`src/sv/sfcs_pkg.sv`:
```
// Package for the SPI flash command sequencer: phases, operations, codes.
// Used by sfcs_outq, the top level and the testbench; depends on nothing.
`default_nettype none
package sfcs_pkg;

  localparam int PageBytes = 256;
  localparam int BlankPages = 16;
  localparam int BufDepth = 256;
  localparam int BufAw = 8;

  typedef enum logic [3:0] {
    PH_IDLE, PH_WREN, PH_CMD, PH_A2, PH_A1, PH_A0, PH_DATA, PH_PCMD, PH_POLL
  } phase_t;

  typedef enum logic [2:0] {
    OP_NONE, OP_READ, OP_PROGRAM, OP_SCHECK, OP_SECURE, OP_CHIP, OP_SERASE
  } op_t;

  localparam logic [2:0] F_LOAD = 3'd0;
  localparam logic [2:0] F_READ = 3'd1;
  localparam logic [2:0] F_PROG = 3'd2;
  localparam logic [2:0] F_SERASE = 3'd3;
  localparam logic [2:0] F_SECURE = 3'd4;
  localparam logic [2:0] F_CHIP = 3'd5;
  localparam logic [2:0] F_DONE = 3'd6;
  localparam logic [2:0] F_UNUSED = 3'd7;

  localparam logic [1:0] K_XFER = 2'd0;
  localparam logic [1:0] K_REL = 2'd1;
  localparam logic [1:0] K_DATA = 2'd2;
  localparam logic [1:0] K_CMPL = 2'd3;

  localparam logic [1:0] ST_OK = 2'd0;
  localparam logic [1:0] ST_BLANK = 2'd1;
  localparam logic [1:0] ST_REJ = 2'd2;

  localparam logic [7:0] C_READ = 8'h03;
  localparam logic [7:0] C_WREN = 8'h06;
  localparam logic [7:0] C_PP = 8'h02;
  localparam logic [7:0] C_RDSR = 8'h05;
  localparam logic [7:0] C_SE = 8'h20;
  localparam logic [7:0] C_SECE = 8'h44;
  localparam logic [7:0] C_CE = 8'h60;
  localparam logic [7:0] C_DUMMY = 8'hFF;

  typedef struct packed {
    logic [1:0] kind;
    logic [7:0] tx_byte;
    logic [7:0] read_byte;
    logic [1:0] status;
    logic last;
  } res_t;

  function automatic res_t mk(input logic [1:0] k, input logic [7:0] t,
                              input logic [7:0] r, input logic [1:0] s);
    res_t x;
    x.kind = k;
    x.tx_byte = t;
    x.read_byte = r;
    x.status = s;
    x.last = 1'b0;
    return x;
  endfunction

endpackage
`default_nettype wire

```
`src/sv/sfcs_ram.sv`:
```
// Generic single-port-write, one-read RAM with registered read data.
// Depends on nothing.
`default_nettype none
module sfcs_ram #(
  parameter int Width = 8,
  parameter int Depth = 256
) (
  input  wire logic                     clk,
  input  wire logic                     we,
  input  wire logic [$clog2(Depth)-1:0] waddr,
  input  wire logic [Width-1:0]         wdata,
  input  wire logic [$clog2(Depth)-1:0] raddr,
  output logic      [Width-1:0]         rdata
);
  logic [Width-1:0] mem [Depth];

  always_ff @(posedge clk) begin
    if (we) mem[waddr] <= wdata;
    rdata <= mem[raddr];
  end
endmodule
`default_nettype wire

```
`src/sv/sfcs_outq.sv`:
```
// Result queue: holds up to four result words of one step.
// Depends on sfcs_pkg.
`default_nettype none
module sfcs_outq (
  input  wire logic           clk,
  input  wire logic           rst,
  input  wire logic           push,
  input  wire logic [2:0]     n,
  input  wire sfcs_pkg::res_t r0,
  input  wire sfcs_pkg::res_t r1,
  input  wire sfcs_pkg::res_t r2,
  input  wire sfcs_pkg::res_t r3,
  output logic                empty,
  output logic                valid,
  input  wire logic           stall,
  output sfcs_pkg::res_t      head
);
  import sfcs_pkg::*;

  res_t q [4];
  logic [2:0] cnt;
  logic [1:0] rd;
  logic pop;

  assign valid = cnt != 3'd0;
  assign empty = cnt == 3'd0;
  assign pop = valid && !stall;
  assign head = q[rd];

  always_ff @(posedge clk) begin
    if (rst) begin
      cnt <= 3'd0;
      rd <= 2'd0;
    end else if (push) begin
      q[0] <= r0;
      q[1] <= r1;
      q[2] <= r2;
      q[3] <= r3;
      cnt <= n;
      rd <= 2'd0;
    end else if (pop) begin
      cnt <= cnt - 3'd1;
      rd <= rd + 2'd1;
    end
  end
endmodule
`default_nettype wire

```
`src/sv/spi_flash_command_sequencer.sv`:
```
// Top level of the SPI flash command sequencer.
// Depends on sfcs_pkg, sfcs_ram and sfcs_outq.
//
// Usage: the host sends words on the input channel (valid/stall): buffer
// loads, requests, and "exchange done" words that carry the byte received
// from the flash. Each input word produces zero to three result words on the
// output channel (valid/stall), the last one flagged by last.
// A word taken at a clock edge is worked on in the next cycle, and its first
// result is offered in the cycle after that.
// The next word is taken at the edge where the last result of the previous
// word leaves, or as soon as the queue is empty.
// The program buffer is a 256-byte RAM read one position ahead.
// A stalled output holds its word and blocks new input words.
// Reset returns the sequencer to idle with chip select released; the
// buffer contents are undefined until loaded.
`default_nettype none
module spi_flash_command_sequencer (
  input  wire logic        clk,
  input  wire logic        rst,
  input  wire logic        in_valid,
  output logic             in_stall,
  input  wire logic [2:0]  func,
  input  wire logic [23:0] address,
  input  wire logic [15:0] length,
  input  wire logic [7:0]  buffer_index,
  input  wire logic [7:0]  data_byte,
  input  wire logic [3:0]  register_number,
  input  wire logic [7:0]  rx_byte,
  output logic             out_valid,
  input  wire logic        out_stall,
  output logic [1:0]       kind,
  output logic [7:0]       tx_byte,
  output logic [7:0]       read_byte,
  output logic [1:0]       status,
  output logic             last
);
  import sfcs_pkg::*;

  phase_t phase, phase_next;
  op_t operation, operation_next;
  logic [23:0] cur_addr, cur_addr_next, sec_start, sec_start_next;
  logic [15:0] bytes_rem, bytes_rem_next;
  logic [8:0] chunk_rem, chunk_rem_next;
  logic [7:0] buf_pos, buf_pos_next;
  logic [4:0] pages, pages_next;
  logic not_blank, not_blank_next, sel, sel_next;

  logic busy;
  logic [2:0] s_func;
  logic [23:0] s_addr;
  logic [15:0] s_len;
  logic [3:0] s_reg;
  logic [7:0] s_rx;
  logic q_empty, acc, push;
  logic [7:0] rdata;
  logic [BufAw-1:0] raddr;
  res_t r [4];
  res_t head;
  logic [2:0] n;

  assign acc = in_valid && !in_stall;
  assign in_stall = busy || (!q_empty && !(out_valid && !out_stall && last));

  // In the data phase the next buffer position is read, so data is ready on the step.
  assign raddr = (phase == PH_DATA) ? buf_pos + 8'd1 : buf_pos;

  sfcs_ram #(.Width(8), .Depth(BufDepth)) u_buf (
    .clk(clk),
    .we(acc && func == F_LOAD && phase == PH_IDLE),
    .waddr(buffer_index), .wdata(data_byte),
    .raddr(raddr), .rdata(rdata)
  );

  always_ff @(posedge clk) begin
    if (rst) busy <= 1'b0;
    else busy <= acc;
    if (acc) begin
      s_func <= func;
      s_addr <= address;
      s_len <= length;
      s_reg <= register_number;
      s_rx <= rx_byte;
    end
  end
  assign push = busy;

  function automatic logic [8:0] chunk(input logic [23:0] a, input logic [15:0] b);
    logic [8:0] room;
    room = 9'(PageBytes) - {1'b0, a[7:0]};
    return ({7'd0, room} < b) ? room : b[8:0];
  endfunction

  always_comb begin
    logic [15:0] left;
    logic done;
    phase_next = phase;
    operation_next = operation;
    cur_addr_next = cur_addr;
    sec_start_next = sec_start;
    bytes_rem_next = bytes_rem;
    chunk_rem_next = chunk_rem;
    buf_pos_next = buf_pos;
    pages_next = pages;
    not_blank_next = not_blank;
    sel_next = sel;
    for (int i = 0; i < 4; i++) r[i] = mk(K_XFER, 8'd0, 8'd0, ST_OK);
    n = 3'd0;
    left = 16'd0;
    done = 1'b0;
    if (busy) begin
      if (s_func == F_DONE) begin
        done = 1'b0;
        unique case (phase)
          PH_WREN: begin
            r[0] = mk(K_REL, 8'd0, 8'd0, ST_OK);
            r[1] = mk(K_XFER, operation == OP_PROGRAM ? C_PP :
                      operation == OP_SERASE ? C_SE :
                      operation == OP_SECURE ? C_SECE : C_CE, 8'd0, ST_OK);
            n = 3'd2;
            phase_next = PH_CMD;
          end
          PH_CMD: begin
            if (operation == OP_CHIP) begin
              r[0] = mk(K_REL, 8'd0, 8'd0, ST_OK);
              r[1] = mk(K_XFER, C_RDSR, 8'd0, ST_OK);
              n = 3'd2;
              phase_next = PH_PCMD;
            end else begin
              r[0] = mk(K_XFER, cur_addr[23:16], 8'd0, ST_OK);
              n = 3'd1;
              phase_next = PH_A2;
            end
          end
          PH_A2: begin
            r[0] = mk(K_XFER, cur_addr[15:8], 8'd0, ST_OK);
            n = 3'd1;
            phase_next = PH_A1;
          end
          PH_A1: begin
            r[0] = mk(K_XFER, cur_addr[7:0], 8'd0, ST_OK);
            n = 3'd1;
            phase_next = PH_A0;
          end
          PH_A0: begin
            if (operation == OP_SERASE || operation == OP_SECURE) begin
              r[0] = mk(K_REL, 8'd0, 8'd0, ST_OK);
              r[1] = mk(K_XFER, C_RDSR, 8'd0, ST_OK);
              n = 3'd2;
              phase_next = PH_PCMD;
            end else begin
              done = 1'b1;
            end
          end
          PH_DATA: begin
            if (operation == OP_READ) begin
              r[0] = mk(K_DATA, 8'd0, s_rx, ST_OK);
              n = 3'd1;
            end else if (operation == OP_SCHECK) begin
              if (s_rx != 8'hFF) not_blank_next = 1'b1;
            end else begin
              buf_pos_next = buf_pos + 8'd1;
              cur_addr_next = cur_addr + 24'd1;
              chunk_rem_next = chunk_rem - 9'd1;
            end
            bytes_rem_next = bytes_rem - 16'd1;
            done = 1'b1;
          end
          PH_PCMD: begin
            r[0] = mk(K_XFER, C_DUMMY, 8'd0, ST_OK);
            n = 3'd1;
            phase_next = PH_POLL;
          end
          PH_POLL: begin
            if (s_rx[0]) begin
              r[0] = mk(K_XFER, C_DUMMY, 8'd0, ST_OK);
              n = 3'd1;
            end else begin
              r[0] = mk(K_REL, 8'd0, 8'd0, ST_OK);
              n = 3'd2;
              if (operation == OP_PROGRAM && bytes_rem != 16'd0) begin
                chunk_rem_next = chunk(cur_addr, bytes_rem);
                r[1] = mk(K_XFER, C_WREN, 8'd0, ST_OK);
                phase_next = PH_WREN;
              end else begin
                r[1] = mk(K_CMPL, 8'd0, 8'd0, ST_OK);
                phase_next = PH_IDLE;
                operation_next = OP_NONE;
              end
            end
          end
          default: n = 3'd0;
        endcase
        // Data byte or end of a data frame, shared by address and data phases.
        if (done) begin
          left = (operation == OP_PROGRAM) ? {7'd0, chunk_rem_next} : bytes_rem_next;
          if (left != 16'd0) begin
            r[n[1:0]] = mk(K_XFER, operation == OP_PROGRAM ? rdata : C_DUMMY,
                           8'd0, ST_OK);
            n = n + 3'd1;
            phase_next = PH_DATA;
          end else begin
            r[n[1:0]] = mk(K_REL, 8'd0, 8'd0, ST_OK);
            n = n + 3'd1;
            if (operation == OP_READ) begin
              r[n[1:0]] = mk(K_CMPL, 8'd0, 8'd0, ST_OK);
              n = n + 3'd1;
              phase_next = PH_IDLE;
              operation_next = OP_NONE;
            end else if (operation == OP_SCHECK) begin
              cur_addr_next = cur_addr + 24'(PageBytes);
              pages_next = pages + 5'd1;
              if (not_blank_next) begin
                operation_next = OP_SERASE;
                cur_addr_next = sec_start;
                r[n[1:0]] = mk(K_XFER, C_WREN, 8'd0, ST_OK);
                n = n + 3'd1;
                phase_next = PH_WREN;
              end else if (pages_next >= 5'(BlankPages)) begin
                r[n[1:0]] = mk(K_CMPL, 8'd0, 8'd0, ST_BLANK);
                n = n + 3'd1;
                phase_next = PH_IDLE;
                operation_next = OP_NONE;
              end else begin
                bytes_rem_next = 16'(PageBytes);
                r[n[1:0]] = mk(K_XFER, C_READ, 8'd0, ST_OK);
                n = n + 3'd1;
                phase_next = PH_CMD;
              end
            end else begin
              r[n[1:0]] = mk(K_XFER, C_RDSR, 8'd0, ST_OK);
              n = n + 3'd1;
              phase_next = PH_PCMD;
            end
          end
        end
      end else if (s_func == F_UNUSED || phase != PH_IDLE) begin
        r[0] = mk(K_CMPL, 8'd0, 8'd0, ST_REJ);
        n = 3'd1;
      end else begin
        n = 3'd1;
        unique case (s_func)
          F_LOAD: r[0] = mk(K_CMPL, 8'd0, 8'd0, ST_OK);
          F_READ: begin
            operation_next = OP_READ;
            cur_addr_next = s_addr;
            bytes_rem_next = s_len;
            r[0] = mk(K_XFER, C_READ, 8'd0, ST_OK);
            phase_next = PH_CMD;
          end
          F_PROG: begin
            if (s_len > 16'(BufDepth)) begin
              r[0] = mk(K_CMPL, 8'd0, 8'd0, ST_REJ);
            end else if (s_len == 16'd0) begin
              r[0] = mk(K_CMPL, 8'd0, 8'd0, ST_OK);
            end else begin
              operation_next = OP_PROGRAM;
              cur_addr_next = s_addr;
              bytes_rem_next = s_len;
              buf_pos_next = 8'd0;
              chunk_rem_next = chunk(s_addr, s_len);
              r[0] = mk(K_XFER, C_WREN, 8'd0, ST_OK);
              phase_next = PH_WREN;
            end
          end
          F_SERASE: begin
            operation_next = OP_SCHECK;
            sec_start_next = s_addr;
            cur_addr_next = s_addr;
            pages_next = 5'd0;
            not_blank_next = 1'b0;
            bytes_rem_next = 16'(PageBytes);
            r[0] = mk(K_XFER, C_READ, 8'd0, ST_OK);
            phase_next = PH_CMD;
          end
          F_SECURE: begin
            operation_next = OP_SECURE;
            cur_addr_next = {8'd0, s_reg, 12'd0};
            r[0] = mk(K_XFER, C_WREN, 8'd0, ST_OK);
            phase_next = PH_WREN;
          end
          default: begin
            operation_next = OP_CHIP;
            r[0] = mk(K_XFER, C_WREN, 8'd0, ST_OK);
            phase_next = PH_WREN;
          end
        endcase
      end
      for (int i = 0; i < 4; i++) begin
        if (r[i].kind == K_XFER && 3'(i) < n) sel_next = 1'b1;
        if (r[i].kind == K_REL && 3'(i) < n) sel_next = 1'b0;
      end
      if (n != 3'd0) r[n[1:0] - 2'd1].last = 1'b1;
    end
  end

  always_ff @(posedge clk) begin
    if (rst) begin
      phase <= PH_IDLE;
      operation <= OP_NONE;
      cur_addr <= 24'd0;
      sec_start <= 24'd0;
      bytes_rem <= 16'd0;
      chunk_rem <= 9'd0;
      buf_pos <= 8'd0;
      pages <= 5'd0;
      not_blank <= 1'b0;
      sel <= 1'b0;
    end else begin
      phase <= phase_next;
      operation <= operation_next;
      cur_addr <= cur_addr_next;
      sec_start <= sec_start_next;
      bytes_rem <= bytes_rem_next;
      chunk_rem <= chunk_rem_next;
      buf_pos <= buf_pos_next;
      pages <= pages_next;
      not_blank <= not_blank_next;
      sel <= sel_next;
    end
  end

  sfcs_outq u_q (
    .clk(clk), .rst(rst), .push(push), .n(n),
    .r0(r[0]), .r1(r[1]), .r2(r[2]), .r3(r[3]),
    .empty(q_empty), .valid(out_valid), .stall(out_stall), .head(head)
  );

  assign kind = head.kind;
  assign tx_byte = head.tx_byte;
  assign read_byte = head.read_byte;
  assign status = head.status;
  assign last = head.last;

`ifndef ASSERT_OFF
  a_no_accept_busy: assert property (@(posedge clk) disable iff (rst)
    busy |-> !acc) else $error("input taken while a word is in work");
  a_idle_released: assert property (@(posedge clk) disable iff (rst)
    (phase == PH_IDLE) |-> !sel) else $error("chip select held while idle");
  a_idle_no_op: assert property (@(posedge clk) disable iff (rst)
    (phase == PH_IDLE) |-> (operation == OP_NONE)) else $error("idle with operation");
`endif
endmodule
`default_nettype wire

```
`config.mk`:
```
export PLATFORM = sky130hd
export DESIGN_NAME = spi_flash_command_sequencer
export DESIGN_NICKNAME = d
export VERILOG_FILES = /design/src/sv/sfcs_pkg.sv /design/src/sv/sfcs_ram.sv /design/src/sv/sfcs_outq.sv /design/src/sv/spi_flash_command_sequencer.sv
export SDC_FILE = /design/constraint.sdc
export NUM_CORES = 2
export LEC_CHECK = 0
export BUFFER_PORTS_ARGS = -buffer_cell sky130_fd_sc_hd__buf_4
export CORE_MARGIN = 2
export CORE_UTILIZATION = 45
export DETAILED_ROUTE_END_ITERATION = 16
export PLACE_DENSITY = 0.57
export SKIP_CTS_REPAIR_TIMING = 1
export SYNTH_ARGS = -nofsm -noshare
export SYNTH_HDL_FRONTEND = slang
export SYNTH_HIERARCHICAL = 1
export SYNTH_SLANG_ARGS = --single-unit
```
`constraint.sdc`:
```
create_clock -name clk -period 5.1 [get_ports clk]
set_input_delay 0.51 -clock clk [delete_from_list [all_inputs] [get_ports clk]]
set_output_delay 0.51 -clock clk [all_outputs]
set_load 0.01 [all_outputs]
```
==> reports/qor_table.md <==
| Metric | Reported | Unit |
|---|---|---|
| Status | finished, final reports clean | - |
| Number of instances in the synthesized netlist | 5246 | - |
| Reg-to-reg endpoint | u_buf/rdata[4] | - |
| Clock latency at the later pin of the worst-skew pair | 0.88 | ns |
| Number of global-route vias before repair | 51100 | - |
| Number of nets still failing antenna checks after routing | 0 | - |
| Maximum clock rate | 0.213 | GHz |
| Slew Limit Headroom | 0.0397 | - |
| Antenna violations before repair | 8 | - |
| CP Capture Type | register | - |
| Worst hold path endpoint | u_buf/mem[174][0] | - |
| Register-to-register setup slack | 0.40 | ns |
| Power density of the placed cells | 379 | nW/um^2 |
| HPWL Detailed | 158000 | um |
| Standby leakage power | 0.0326 | uW |
| Synthesis-to-finish area growth | 13.8 | % |
| Routed WL per cell | 29.2 | um |
| Final WL | 249000 | um |
| Share of cell area taken by muxes after synthesis | 0.131 | - |
| Worst Clk Skew | 0.0462 | ns |
| Primary flip-flop cell chosen by synthesis mapping | sky130_fd_sc_hd__edfxtp_1 | - |
| Worst-case clock buffer depth | 3 | - |
| Total via count after detailed routing | 51900 | - |
| Share of final-layout standard cells stronger than drive strength 1 | 0.215 | - |
| Number of synthesis warnings | 6 | - |
| Finished Layout Cells | 8526 | - |
| Maximum number of pins on one net before global-route repair | 176 | - |
| Worst hold-check path type | input port to register | - |
| Total GRT Usage | 0.234 | - |
| Final Slew Violations | 0 | - |
| Critical setup path kind | register to register | - |
| Total grt overflow | 0 | - |
| Final count of negative-setup-slack endpoints | 0 | - |
| Clock transition at the register clock pins on the worst setup and hold paths after CTS | 0.07 | ns |
| Shortest period the worst path allows | 4.70 | ns |
| Flip-flop count of the largest register, all copies and words added | 2048 | - |
| Distinct cell type count of the synthesized netlist | 110 | - |
| Most used standard cell by instance count after synthesis | sky130_fd_sc_hd__edfxtp_1 | - |
| Library cell with the largest summed area after synthesis | sky130_fd_sc_hd__edfxtp_1 | - |
| Beginning of the worst hold path | data_byte[0] | - |
| Final net count | 5730 | - |
| Clk pwr share | 0.408 | - |
| Global-route wire length before repair | 361000 | um |
| Sequential cell area | 67900 | um^2 |
| Worst R2R Start | phase[2] | - |
| Total clock sinks | 2297 | - |
| Most numerous cell types in the synthesized netlist | sky130_fd_sc_hd__edfxtp_1, sky130_fd_sc_hd__nor2_1, sky130_fd_sc_hd__mux4_2 | - |
| Sequential power share | 0.526 | - |
| Detailed-route vias per instance | 6.08 | - |
| Final TNS setup | 0 | ns |
| Largest Register | u_buf/mem | - |
| Launching instance or port of the critical path | phase[2] | - |
| Core region area | 207000 | um^2 |
| Net switching power of the design | 9260 | uW |
| TritonCTS Buffers | 230 | - |
| Quantity of I/O buffers inserted on ports | 97 | - |
| Cell depth of the worst min-delay path | 1 | - |
| Clock tree from TritonCTS | built | - |
| Gate power share | 0.066 | - |
| Combined area of the multi-input logic cells | 23700 | um^2 |
| Initial core utilization | 0.452 | - |
| RSZ-0062 raised after global routing | no | - |
| Average footprint of a synthesized cell | 17.8 | um^2 |
| Share of the clock period used by the worst path after layout | 0.921 | - |
| Number of fill cells in the layout | 16600 | - |
| Share of the yosys chip area belonging to registers | 0.726 | - |
| Synth Area in Simple Gates | 0.0551 | - |
| Post-Route Utilization | 0.514 | - |
| Fraction of synthesized cell area taken by the top area cell type | 0.703 | - |
| Arithmetic-cell share of the synthesized area counting full adders, half adders and majority gates | 0.00428 | - |
| Top fanout value on the critical path | 38 | - |
| DRC violations left | 0 | - |
| Internal cell power | 31100 | uW |
| Main area contributors after synthesis | sky130_fd_sc_hd__edfxtp_1, sky130_fd_sc_hd__mux4_2, sky130_fd_sc_hd__dfxtp_1 | - |
| Placed Cells | 8038 | - |
| Slew at the pin closest to its max-slew limit | 1.43 | ns |
| Die outline height | 460 | um |
| Total number of H-tree levels | 4 | - |
| Async S/R FF share, synth | 0 | - |
| Die area | 211000 | um^2 |
| Endpoint arrival time on the critical path | 5.38 | ns |
| Path depth of the worst reg2reg path | 11 | - |
| I/O pin total | 98 | - |
| Xor/xnor share of the synthesized area | 0.00411 | - |
| Startpoint Class | register | - |
| Number of detailed-route iterations in the first pass | 8 | - |
| Sw frac | 0.230 | - |
| Leading registers by flop count | u_buf/mem x2048, u_q/q x84 | - |
| Width of the die | 460 | um |
| Number of storage elements in the synthesis netlist | 2297 | - |
| Cell at the root of the clock tree | sky130_fd_sc_hd__clkbuf_16 | - |
| Max-cap violation count | 0 | - |
| IR Drop Worst-Case VDD | 0.352 | mV |
| Area of the mapped netlist | 93500 | um^2 |
| Standard-cell row count | 167 | - |
| Compound-cell area share of the yosys netlist | 0.0563 | - |
| WP data required | 5.79 | ns |
| Hold Vio Cnt, Final | 0 | - |
| Final Wtd Congestion | 0.916 | - |
| Combinational family with the most area after synthesis | multiplexers | - |
| Violation count after the first detailed-routing iteration | 5871 | - |
| Number of flops mapped to enable cells by yosys | 2187 | - |
==> worst max path at each step <==
stage,slack [ns],to,depth (start not counted)
3_3_place_gp,0.12,u_buf/rdata[0],13
5_1_grt,0.07,cur_addr[15],16
6_report,0.40,u_buf/rdata[4],11
3_5_place_dp,0.30,u_buf/rdata[1],12
4_1_cts,0.29,u_buf/rdata[1],12
2_1_floorplan,0.55,u_q/q[0][0],1
==> critical path, stage by stage, from the launching register on <==
cell and delay, ns:
sky130_fd_sc_hd__dfxtp_1 0.66, sky130_fd_sc_hd__and4bb_1 0.29, sky130_fd_sc_hd__buf_4 0.27, sky130_fd_sc_hd__nand2_1 0.14, sky130_fd_sc_hd__nand2_4 0.29, sky130_fd_sc_hd__buf_12 0.32
sky130_fd_sc_hd__buf_4 0.28, sky130_fd_sc_hd__mux4_2 0.36, sky130_fd_sc_hd__a22oi_1 0.40, sky130_fd_sc_hd__a21oi_1 0.16, sky130_fd_sc_hd__nor4_1 1.10, sky130_fd_sc_hd__nor4_1 0.13
==> final cells by class <==
cell class	instances	share of cell area
diodes	6	0.000141
clock buffers	306	0.0587
clock inverters	119	0.0103
inverters	50	0.00176
multi-input cells	2598	0.223
flip-flops and latches	2297	0.638
well taps	2704	0.0318
repair buffers	446	0.0367
==> metal layers <==
metal / GRT usage / wire (um) / up-vias
met3: 0.0365 / 17700 / 417
met1: 0.335 / 106000 / 27300
li1: - / - / 22000
met4: 0.0694 / 6800 / 2
met2: 0.371 / 119000 / 2167
met5: 0 / 13 / -
==> cells in the final DEF, fill, tap and decap left out, types with 29 or more instances in the layout <==
cell type,count
sky130_fd_sc_hd__clkinv_1,51
sky130_fd_sc_hd__nand3_1,77
sky130_fd_sc_hd__dfxtp_1,110
sky130_fd_sc_hd__nand2_1,205
sky130_fd_sc_hd__edfxtp_1,2187
sky130_fd_sc_hd__o21ai_0,78
sky130_fd_sc_hd__nor2_1,491
sky130_fd_sc_hd__o221ai_1,50
sky130_fd_sc_hd__clkinv_2,35
sky130_fd_sc_hd__clkbuf_16,232
sky130_fd_sc_hd__a211oi_1,39
sky130_fd_sc_hd__mux4_2,475
sky130_fd_sc_hd__clkbuf_1,58
sky130_fd_sc_hd__o22ai_1,36
sky130_fd_sc_hd__mux2i_1,144
sky130_fd_sc_hd__buf_12,29
sky130_fd_sc_hd__nor4_1,40
sky130_fd_sc_hd__nand4_1,30
sky130_fd_sc_hd__a21oi_1,201
sky130_fd_sc_hd__a22oi_1,158
sky130_fd_sc_hd__buf_4,350
sky130_fd_sc_hd__dlygate4sd3_1,57
sky130_fd_sc_hd__ha_1,32
sky130_fd_sc_hd__nor2b_1,36
sky130_fd_sc_hd__inv_1,48
sky130_fd_sc_hd__nor3_1,70
==> power groups by stage <==
stage	logic (uW)	clock network (uW)	registers [uW]
2_1_floorplan	1620	0	21500
3_3_place_gp	2550	0	21600
3_5_place_dp	2580	0	21600
4_1_cts	2590	16800	21200
5_1_grt	2880	17500	21200
6_report	2650	16500	21200
==> through the flow <==
step           hold slack, ns  instance area, um^2  setup slack (ns)  power, uW
6_report               0.0869               106000             0.403      40300
5_1_grt                0.0742               106000            0.0701      41600
4_1_cts                -0.257               106000             0.289      40600
3_5_place_dp            0.449                98500             0.301      24200
3_3_place_gp            0.444                98400             0.118      24200
2_1_floorplan           0.432                93600             0.553      23100
==> cells by family (layout without fill, tap and decap cells) <==
logic type	count (synthesis)	in the layout
compound gates	767	767
xor+xnor	43	43
other cells	1	33
fa+ha+maj	32	32
flops	2297	2297
mux	628	628
buf+inv	377	921
simple gates	1101	1101
(Power assumes the default switching activity.)
